**src/design/akvm_pkg.sv**
```systemverilog
// Package for the array key/value map.
// Sizes, widths and operation codes; no dependencies.
package akvm_pkg;

    localparam int CAPACITY = 64;
    localparam int IDX_W    = $clog2(CAPACITY);
    localparam int CNT_W    = $clog2(CAPACITY + 1);
    localparam int KEY_W    = 32;
    localparam int VAL_W    = 32;
    localparam int FUNC_W   = 3;

    localparam logic [FUNC_W-1:0] FN_LOOKUP = 3'd0;
    localparam logic [FUNC_W-1:0] FN_FETCH  = 3'd1;
    localparam logic [FUNC_W-1:0] FN_STORE  = 3'd2;
    localparam logic [FUNC_W-1:0] FN_ERASE  = 3'd3;
    localparam logic [FUNC_W-1:0] FN_CLEAR  = 3'd4;

    typedef enum logic [3:0] {
        S_IDLE  = 4'b0001,
        S_SCAN  = 4'b0010,
        S_SHIFT = 4'b0100,
        S_DONE  = 4'b1000
    } state_t;

endpackage

```
**src/design/array_key_value_map.sv**
```systemverilog
// Array key/value map, top level. Uses akvm_pkg (scoped names).
// One word in flight: input ready returns in the same cycle as the result word turns valid,
// once the output register is free; one entry is read per cycle in scan and shift.
// Reset: control, fill count and output valid clear; memory contents stay undefined.
module array_key_value_map (
    input  logic                        clk,
    input  logic                        rst_n,
    input  logic                        in_valid,
    output logic                        in_ready,
    input  logic [akvm_pkg::FUNC_W-1:0] func,
    input  logic [akvm_pkg::KEY_W-1:0]  key,
    input  logic [akvm_pkg::VAL_W-1:0]  value,
    output logic                        out_valid,
    input  logic                        out_ready,
    output logic                        found,
    output logic [akvm_pkg::VAL_W-1:0]  read_value,
    output logic [akvm_pkg::CNT_W-1:0]  entry_count,
    output logic                        full_error
);

    // Entry memories: one write port, one registered read port each.
    logic [akvm_pkg::KEY_W-1:0] key_mem [akvm_pkg::CAPACITY];
    logic [akvm_pkg::VAL_W-1:0] val_mem [akvm_pkg::CAPACITY];

    akvm_pkg::state_t state_reg, state_next;

    logic [akvm_pkg::FUNC_W-1:0] func_reg, func_next;
    logic [akvm_pkg::KEY_W-1:0]  key_reg, key_next;
    logic [akvm_pkg::VAL_W-1:0]  value_reg, value_next;
    logic [akvm_pkg::CNT_W-1:0]  count_reg, count_next;

    // Scan/shift read pointer; one wider than an index so it can reach count.
    logic [akvm_pkg::CNT_W-1:0]  addr_reg, addr_next;
    // Scan compare stage: read issued last cycle for this index.
    logic                        pend_vld_reg, pend_vld_next;
    logic [akvm_pkg::IDX_W-1:0]  pend_idx_reg, pend_idx_next;
    // Shift stage: entry read last cycle moves down to this index.
    logic                        wr_vld_reg, wr_vld_next;
    logic [akvm_pkg::IDX_W-1:0]  wr_idx_reg, wr_idx_next;

    // Result held until the output register is free.
    logic                        res_found_reg, res_found_next;
    logic [akvm_pkg::VAL_W-1:0]  res_value_reg, res_value_next;
    logic                        res_ferr_reg, res_ferr_next;

    // Output register.
    logic                        out_valid_reg, out_valid_next;
    logic                        found_reg, found_next;
    logic [akvm_pkg::VAL_W-1:0]  read_value_reg, read_value_next;
    logic [akvm_pkg::CNT_W-1:0]  entry_count_reg, entry_count_next;
    logic                        full_error_reg, full_error_next;

    // Memory ports.
    logic [akvm_pkg::KEY_W-1:0]  key_rd_reg;
    logic [akvm_pkg::VAL_W-1:0]  val_rd_reg;
    logic [akvm_pkg::IDX_W-1:0]  mem_raddr;
    logic [akvm_pkg::IDX_W-1:0]  mem_waddr;
    logic                        key_we;
    logic                        val_we;
    logic [akvm_pkg::KEY_W-1:0]  key_wdata;
    logic [akvm_pkg::VAL_W-1:0]  val_wdata;

    logic                        hit;
    logic                        is_insert;

    assign in_ready    = (state_reg == akvm_pkg::S_IDLE);
    assign out_valid   = out_valid_reg;
    assign found       = found_reg;
    assign read_value  = read_value_reg;
    assign entry_count = entry_count_reg;
    assign full_error  = full_error_reg;

    // Key in the compare stage matches the request.
    assign hit       = pend_vld_reg && (key_rd_reg == key_reg);
    assign is_insert = (func_reg == akvm_pkg::FN_FETCH) || (func_reg == akvm_pkg::FN_STORE);

    always_ff @(posedge clk)
    begin
        if (key_we)
        begin
            key_mem[mem_waddr] <= key_wdata;
        end
        key_rd_reg <= key_mem[mem_raddr];
    end

    always_ff @(posedge clk)
    begin
        if (val_we)
        begin
            val_mem[mem_waddr] <= val_wdata;
        end
        val_rd_reg <= val_mem[mem_raddr];
    end

    always_comb
    begin
        state_next       = state_reg;
        func_next        = func_reg;
        key_next         = key_reg;
        value_next       = value_reg;
        count_next       = count_reg;
        addr_next        = addr_reg;
        pend_vld_next    = 1'b0;
        pend_idx_next    = pend_idx_reg;
        wr_vld_next      = 1'b0;
        wr_idx_next      = wr_idx_reg;
        res_found_next   = res_found_reg;
        res_value_next   = res_value_reg;
        res_ferr_next    = res_ferr_reg;
        out_valid_next   = out_valid_reg && !out_ready;
        found_next       = found_reg;
        read_value_next  = read_value_reg;
        entry_count_next = entry_count_reg;
        full_error_next  = full_error_reg;

        mem_raddr = addr_reg[akvm_pkg::IDX_W-1:0];
        mem_waddr = wr_idx_reg;
        key_we    = 1'b0;
        val_we    = 1'b0;
        key_wdata = key_rd_reg;
        val_wdata = val_rd_reg;

        unique case (state_reg)
            akvm_pkg::S_IDLE:
            begin
                if (in_valid)
                begin
                    func_next      = func;
                    key_next       = key;
                    value_next     = value;
                    addr_next      = '0;
                    res_found_next = 1'b0;
                    res_value_next = '0;
                    res_ferr_next  = 1'b0;
                    if (func == akvm_pkg::FN_CLEAR)
                    begin
                        count_next = '0;
                        state_next = akvm_pkg::S_DONE;
                    end
                    else if (func > akvm_pkg::FN_CLEAR)
                    begin
                        // unused code: table untouched
                        state_next = akvm_pkg::S_DONE;
                    end
                    else
                    begin
                        state_next = akvm_pkg::S_SCAN;
                    end
                end
            end

            akvm_pkg::S_SCAN:
            begin
                if (hit)
                begin
                    res_found_next = 1'b1;
                    state_next     = akvm_pkg::S_DONE;
                    if (func_reg == akvm_pkg::FN_STORE)
                    begin
                        mem_waddr      = pend_idx_reg;
                        val_we         = 1'b1;
                        val_wdata      = value_reg;
                        res_value_next = value_reg;
                    end
                    else if (func_reg == akvm_pkg::FN_ERASE)
                    begin
                        res_value_next = '0;
                        addr_next      = akvm_pkg::CNT_W'(pend_idx_reg) + 1'b1;
                        state_next     = akvm_pkg::S_SHIFT;
                    end
                    else
                    begin
                        res_value_next = val_rd_reg;
                    end
                end
                else if (addr_reg >= count_reg)
                begin
                    // key absent
                    state_next = akvm_pkg::S_DONE;
                    if (is_insert)
                    begin
                        if (count_reg < akvm_pkg::CNT_W'(akvm_pkg::CAPACITY))
                        begin
                            mem_waddr  = count_reg[akvm_pkg::IDX_W-1:0];
                            key_we     = 1'b1;
                            val_we     = 1'b1;
                            key_wdata  = key_reg;
                            val_wdata  = (func_reg == akvm_pkg::FN_STORE) ? value_reg : '0;
                            res_value_next = val_wdata;
                            count_next = count_reg + 1'b1;
                        end
                        else
                        begin
                            res_ferr_next = 1'b1;
                        end
                    end
                end
                else
                begin
                    addr_next     = addr_reg + 1'b1;
                    pend_vld_next = 1'b1;
                    pend_idx_next = addr_reg[akvm_pkg::IDX_W-1:0];
                end
            end

            akvm_pkg::S_SHIFT:
            begin
                // read entry j+1 while entry read last cycle lands one place down
                if (wr_vld_reg)
                begin
                    key_we = 1'b1;
                    val_we = 1'b1;
                end
                if (addr_reg < count_reg)
                begin
                    addr_next   = addr_reg + 1'b1;
                    wr_vld_next = 1'b1;
                    wr_idx_next = addr_reg[akvm_pkg::IDX_W-1:0] - 1'b1;
                end
                else if (!wr_vld_reg)
                begin
                    count_next = count_reg - 1'b1;
                    state_next = akvm_pkg::S_DONE;
                end
            end

            akvm_pkg::S_DONE:
            begin
                if (!out_valid_reg || out_ready)
                begin
                    out_valid_next   = 1'b1;
                    found_next       = res_found_reg;
                    read_value_next  = res_value_reg;
                    entry_count_next = count_reg;
                    full_error_next  = res_ferr_reg;
                    state_next       = akvm_pkg::S_IDLE;
                end
            end

            default:
            begin
                state_next = akvm_pkg::S_IDLE;
            end
        endcase
    end

    always_ff @(posedge clk or negedge rst_n)
    begin
        if (!rst_n)
        begin
            state_reg     <= akvm_pkg::S_IDLE;
            count_reg     <= '0;
            pend_vld_reg  <= 1'b0;
            wr_vld_reg    <= 1'b0;
            out_valid_reg <= 1'b0;
        end
        else
        begin
            state_reg     <= state_next;
            count_reg     <= count_next;
            pend_vld_reg  <= pend_vld_next;
            wr_vld_reg    <= wr_vld_next;
            out_valid_reg <= out_valid_next;
        end
    end

    always_ff @(posedge clk)
    begin
        func_reg        <= func_next;
        key_reg         <= key_next;
        value_reg       <= value_next;
        addr_reg        <= addr_next;
        pend_idx_reg    <= pend_idx_next;
        wr_idx_reg      <= wr_idx_next;
        res_found_reg   <= res_found_next;
        res_value_reg   <= res_value_next;
        res_ferr_reg    <= res_ferr_next;
        found_reg       <= found_next;
        read_value_reg  <= read_value_next;
        entry_count_reg <= entry_count_next;
        full_error_reg  <= full_error_next;
    end

endmodule

```
**config.mk**
```make
export PLATFORM = sky130hd
export DESIGN_NAME = array_key_value_map
export DESIGN_NICKNAME = d
export VERILOG_FILES = /design/src/design/akvm_pkg.sv /design/src/design/array_key_value_map.sv
export SDC_FILE = /design/constraint.sdc
export NUM_CORES = 2
export LEC_CHECK = 0
export BUFFER_PORTS_ARGS = -buffer_cell sky130_fd_sc_hd__buf_2
export CAP_MARGIN = 20
export CORE_ASPECT_RATIO = 1.5
export CORE_UTILIZATION = 45
export DETAILED_ROUTE_END_ITERATION = 10
export RECOVER_POWER = 100
export SYNTH_ARGS = -nofsm -noshare
export SYNTH_HDL_FRONTEND = slang
export SYNTH_SLANG_ARGS = --single-unit
```
**constraint.sdc**
```tcl
create_clock -name clk -period 6 [get_ports clk]
set_clock_uncertainty 0.1 [all_clocks]
set_input_delay 0.6 -clock clk [delete_from_list [all_inputs] [get_ports clk]]
set_output_delay 0.6 -clock clk [all_outputs]
set_load 0.01 [all_outputs]
```
* Word-level counts from Yosys, hierarchy flattened
Memories as Yosys holds them, arrays and structs flattened. A register that Yosys moved wholly into a read port is not among the register bits.
Index checks and enable logic that the tools add are counted.
** Storage, ports and cells
- Word-level logic and storage cells :: 157
- Bits in writable memories :: 4096
- Memories :: 2
- Register bits :: 175
- Input port bits :: 71
- Output and inout port bits :: 43
** Cells by class
- Order comparisons :: 4
- Bitwise logic cells :: 2
- Reduce and logical (&&, ||, !) cells :: 18
- $add $sub $neg :: 5
- Mux-type cells :: 81
- Eq/ne operators :: 27
** Memory list
- key_mem :: depth 64, width 32, read ports 1, clocked after memory_dff 1, wr ports 1, line array_key_value_map.sv:22 : logic [akvm_pkg::KEY_W-1:0] key_mem [akvm_pkg::CAPACITY];
- val_mem :: depth 64, width 32, read ports 1, clocked after memory_dff 1, wr ports 1, line array_key_value_map.sv:23 : logic [akvm_pkg::VAL_W-1:0] val_mem [akvm_pkg::CAPACITY];
** Operator list (count)
- 32-bit two-way mux :: 19
- 7-bit two-way mux :: 14
- 32-bit case mux with 2 select lines :: 1
- 7-bit case mux with 3 select lines :: 2
- 4-bit two-way mux :: 10
- 6-bit two-way mux :: 6
- 32-bit == test :: 1
- 1-bit two-way mux :: 24
- 2-bit != test, second input constant :: 11
- 3-bit != test, second input constant :: 6
- 4-bit case mux with 4 select lines :: 1
- 7-bit by 1-bit adder with 7-bit output, second input constant :: 2
- 6-bit AND reduction :: 2
- 5-bit AND reduction :: 2
- 9-bit AND reduction :: 1
- 1-bit case mux with 2 select lines :: 4
- 6-bit by 1-bit adder with 7-bit output, second input constant :: 1
- 7-bit >= comparator :: 1
- 7-bit less-than comparator :: 1
- 7-bit less-than comparator, second input constant :: 1
- 7-bit by 1-bit subtractor with 7-bit output, second input constant :: 1
- 3-bit by 2-bit == test with 1-bit output, second input constant :: 2
- 2-bit AND reduction :: 3
- 3-bit AND reduction :: 2
- 15 further kinds :: 19

* Longest topological paths before layout
- Depth after elaboration :: 8
- Gate-level depth with buffers :: 16
- Gate-level depth less buffers :: 11

* Least setup slack after synthesis
No wires, ideal clock.
- Kind :: register to register
- From :: register addr_reg[0] in the netlist's numbering
- To :: memory key_mem[13][0] in the netlist's numbering, enable pin
- Data required time :: 5.479 ns
- Arrival :: 5.681 ns
- Buffers on the path :: 6
- Path slack :: -0.202 ns
- Cell stages (with the launch flop) :: 17
- Cells stage by stage :: edfxtp_1 -> clkbuf_1 -> clkbuf_1 -> buf_1 -> buf_2 -> inv_1 -> ha_1 -> nand2b_1 -> a211o_1 -> a21o_1 -> and3_1 -> nand2_1 -> clkbuf_1 -> o221ai_1 -> or4b_1 -> clkbuf_1 -> nor2_1
** On the way
- Word-level cells in the longest chain between the ends :: 6
** RTL lines
- from (decl) :: line array_key_value_map.sv:33 : logic [akvm_pkg::CNT_W-1:0] addr_reg, addr_next;
- from (signal assigned) :: line array_key_value_map.sv:272 : addr_reg <= addr_next;
- 7-bit >= comparator * :: line array_key_value_map.sv:176 : else if (addr_reg >= count_reg)
- 1-bit two-way mux :: line array_key_value_map.sv:176
- 1-bit two-way mux :: line array_key_value_map.sv:154 : if (hit)
- 1-bit case mux with 2 select lines :: line array_key_value_map.sv:123 : unique case (state_reg)
- 1-bit two-way mux :: line array_key_value_map.sv:79 : if (key_we)
- 1-bit two-way mux (not written as such) :: line array_key_value_map.sv:81 : key_mem[mem_waddr] <= key_wdata;
- to (decl) :: line array_key_value_map.sv:22
Mark *: on every way between the ends. The rest lies on a longest branch, timed or not.

* Worst setup path in the final report
- From :: register state_reg[3]
- To :: memory key_mem[58][16] in the netlist's numbering, enable pin
** On the way
- Word-level cells in the longest chain between the ends :: 4
** RTL lines
- from (decl) :: line array_key_value_map.sv:25 : akvm_pkg::state_t state_reg, state_next;
- from (signal assigned) :: line array_key_value_map.sv:251 : state_reg <= akvm_pkg::S_IDLE;
- from (signal assigned) :: line array_key_value_map.sv:259 : state_reg <= state_next;
- 4-bit by 3-bit == test with 1-bit output or 4-bit by 2-bit == test with 1-bit output (tied branches) :: line array_key_value_map.sv:123
- 1-bit case mux with 2 select lines :: line array_key_value_map.sv:123
- 1-bit two-way mux :: line array_key_value_map.sv:79
- 1-bit two-way mux (not written as such) :: line array_key_value_map.sv:81
Parallel ways exist; a longest one is shown, timed or not.

==> out/results.ini <==
[worst_setup_path]
worstPathRequired_ps = 6390
r2r-end = key_mem[58][16]
critPathCapture = key_mem[58][16]
worst-path-max-fanout = 35
cp-end-kind = register
crit_path_start = state_reg[3]
crit_arrival_ps = 6060
rr_startpoint = state_reg[3]
r2r_cells = 11
critPathKind = register to register
ff2ff_setup_slack_ps = 330
worst_setup_path_start_kind = register

[layout]
drive_gt1_share_pct = 30.4
finalNonFillerCells = 12400
layout-area-overhead-vs-synth_pct = 13.7
num-fill-cells = 28000
finalNetCount = 7378
largest_registers = key_mem: 2048 flops, val_mem: 2048 flops
multiInputGateArea_um2 = 34400
final_cell_area_um2 = 187000
ff_latch_area_um2 = 129000

[floorplanning]
ios = 114
dieArea_um2 = 368000
start_util_pct = 45.3
die_w_um = 496
fp.dieH_um = 743
std_cell_rows = 271
coreArea_um2 = 363000

[sta]
hold_violations = 0
setup_ws_ps = 326
setup_viol = 0
min_period_ps = 5670
fmax_ghz = 0.176
hold_ws_ps = 80.6
worst_pin_slew_ps = 3780
finalCritPeriodShare_pct = 94.6
rsz0062_at_grt = no
relSlewSlack_pct = -152
timing_max_transition_violations_final = 2138

[drt]
vias = 74600
drc = 0
routedWlPerCell_um = 34.0
ant_nets = 0
vias_per_cell = 6.01
dr.pass1.iters = 5
drt_wl_total_mm = 422
drtIter0Drc = 7855

[pwr]
sequentialPowerShare_pct = 42.6
pwr-share-comb_pct = 29.4
p_sw_share_pct = 30.9
power_leakage_nw = 57.3
vdd_drop_max_v = 0.000475
internal_power_mw = 63.8
pwr-share-clk_pct = 28.1
switchingPower_mw = 28.5
p_per_area_nw_per_um2 = 493

[clocking]
tritoncts = done
insertion_delay_ps = 980
numCtsBuffers = 405
cts_sinks = 4335
htreeDepth = 5
clk_pin_slew_ps = 60
post-cts-setup-buffers = 0
cts_buffer_depth = 4
cts_root_buf = clkbuf_16

[synth]
syn-cell-area_um2 = 165000
synth_top_cell_by_area = edfxtp_1
synth_top_family_by_area = multiplexers
synth_most_common_cell = edfxtp_1
synth_compound_area_share_pct = 0.819
synthMuxAreaShare_pct = 18.1
synth_nets = 6798
synthTopCellsByArea = edfxtp_1 78%, mux4_2 18%, dfxtp_1 0.78%, clkbuf_1 0.52%, nand2_1 0.42%
async_reset_ff_share_pct = 0.323
synthSimpleGateAreaFrac_pct = 1.24
synthAdderAreaFrac_pct = 0.126
ys_ff_latch = 4335
synth_commonest_cells = 4257 x edfxtp_1, 1321 x mux4_2, 227 x clkbuf_1
synth_top_area_share_pct = 77.6
yosysSeqAreaShare_pct = 78.6
synth-xor-area-share_pct = 0.266
ys_types = 61
ys.flop_type = edfxtp_1
synthCells = 6711
syn_avg_cell_area_um2 = 24.5
synth_warnings = 0
synth_enable_flop_cells = 4257

[min_path]
hold_path.class = primary input to register

[placement]
dpl_cell_area_um2 = 175000
hpwl_mm = 266
dp_cells = 11600
io_buffer_count = 113
gp_congestion = 0.850
pre_cts_slack_ps = 845

[outcome]
status = complete, but fails checks
violations = max-capacitance violations, max-slew violations

[global_route]
overflow = 0
grt_pass1_wl_mm = 596
grt.total_usage_pct = 23.0
grt_pass1_vias = 77200
grt_max_degree = 144
grt_antenna_before_repair = 45

[run]
maxCapViolations = 45

logic make-up (layout without fill, tap and decap cells):
logic type / after synthesis / in the layout
DFF: 4335 / 4335
muxes: 1322 / 1322
and+or+nand+nor: 451 / 451
buffers and inverters: 361 / 1268
AOI/OAI and AO/OA: 176 / 176
xor gates and xnor gates: 50 / 50
adders and majority gates: 16 / 16
other: 0 / 15
routing by layer:
layer | track usage [%] | routed length (um) | up-vias | share of wire [%]
met4 | 7.75 | 16700 | 6 | 4.0
met5 | 0 | 41 | - | 0.0097
met2 | 42.3 | 231000 | 2825 | 55
li1 | - | - | 30200 | -
met1 | 27.7 | 149000 | 40900 | 35
met3 | 2.99 | 24900 | 675 | 5.9
final cells by class:
type	count	area share, %
Sequential cell	4335	69.2
Multi-Input combinational cell	2015	18.4
Clock buffer	500	5.76
Tap cell	4777	3.19
Inverter	15	0.0307
Timing Repair Buffer	519	2.13
Clock inverter	234	1.32
Antenna cell	15	0.0201
power groups by stage:
stage | clock [mW] | combinational, mW | sequential, mW
floorplan | 0 | 16.3 | 39.6
global placement | 0 | 27.4 | 39.6
detailed placement | 0 | 27.9 | 39.6
CTS | 26.4 | 27.9 | 39.0
global route | 27.4 | 28.4 | 39.3
finish | 25.9 | 27.1 | 39.3
how the worst min path moves through the flow:
stage | start | end | slack, ps | cells after the start
6_report | out_ready | out_valid | 80 | 3
5_1_grt | out_ready | out_valid | 60 | 3
4_1_cts | in_valid | res_found_reg | 10 | 3
3_5_place_dp | res_value_reg[3] | read_value[3] | 300 | 0
3_3_place_gp | res_value_reg[15] | read_value[15] | 300 | 0
2_1_floorplan | rst_n | count_reg[0] | 200 | 0
worst max-delay path, stage by stage, from the launching register on:
cell and delay [ps]:
dfrtp_1 410, or4b_2 880, inv_1 260, clkbuf_1 540, nand3_1 220, nor2_1 260
buf_4 480, a221o_1 620, nand3_1 170, buf_4 220, nor2_4 140, clkbuf_1 920
placed cells by master (no fill, tap or decap), types with 64 or more instances in the layout:
| cell type | count |
|---|---|
| buf_12 | 66 |
| buf_4 | 84 |
| clkbuf_1 | 229 |
| clkbuf_16 | 414 |
| clkbuf_2 | 99 |
| clkinv_1 | 68 |
| clkinv_2 | 80 |
| dfxtp_1 | 64 |
| dlygate4sd3_1 | 69 |
| edfxtp_1 | 4257 |
| mux4_2 | 1321 |
| nand2_1 | 185 |
| nor2_1 | 66 |
| nor2_4 | 76 |
stage by stage:
step	total power, mW	utilization (%)	TNS, ps
after floorplan	55.8	-	-191900
after global placement	67.1	48.1	0
after detailed placement	67.5	48.1	0
after CTS	93.3	52.0	0
after global routing	95.1	51.5	0
final	92.3	51.5	0
repair_timing:
item / CTS / global route
hold endpoints to repair: 83 / 0
hold buffers: 69 / 0
resized for setup: 0 / 0
Note: power is estimated with default switching activity, not from simulation.
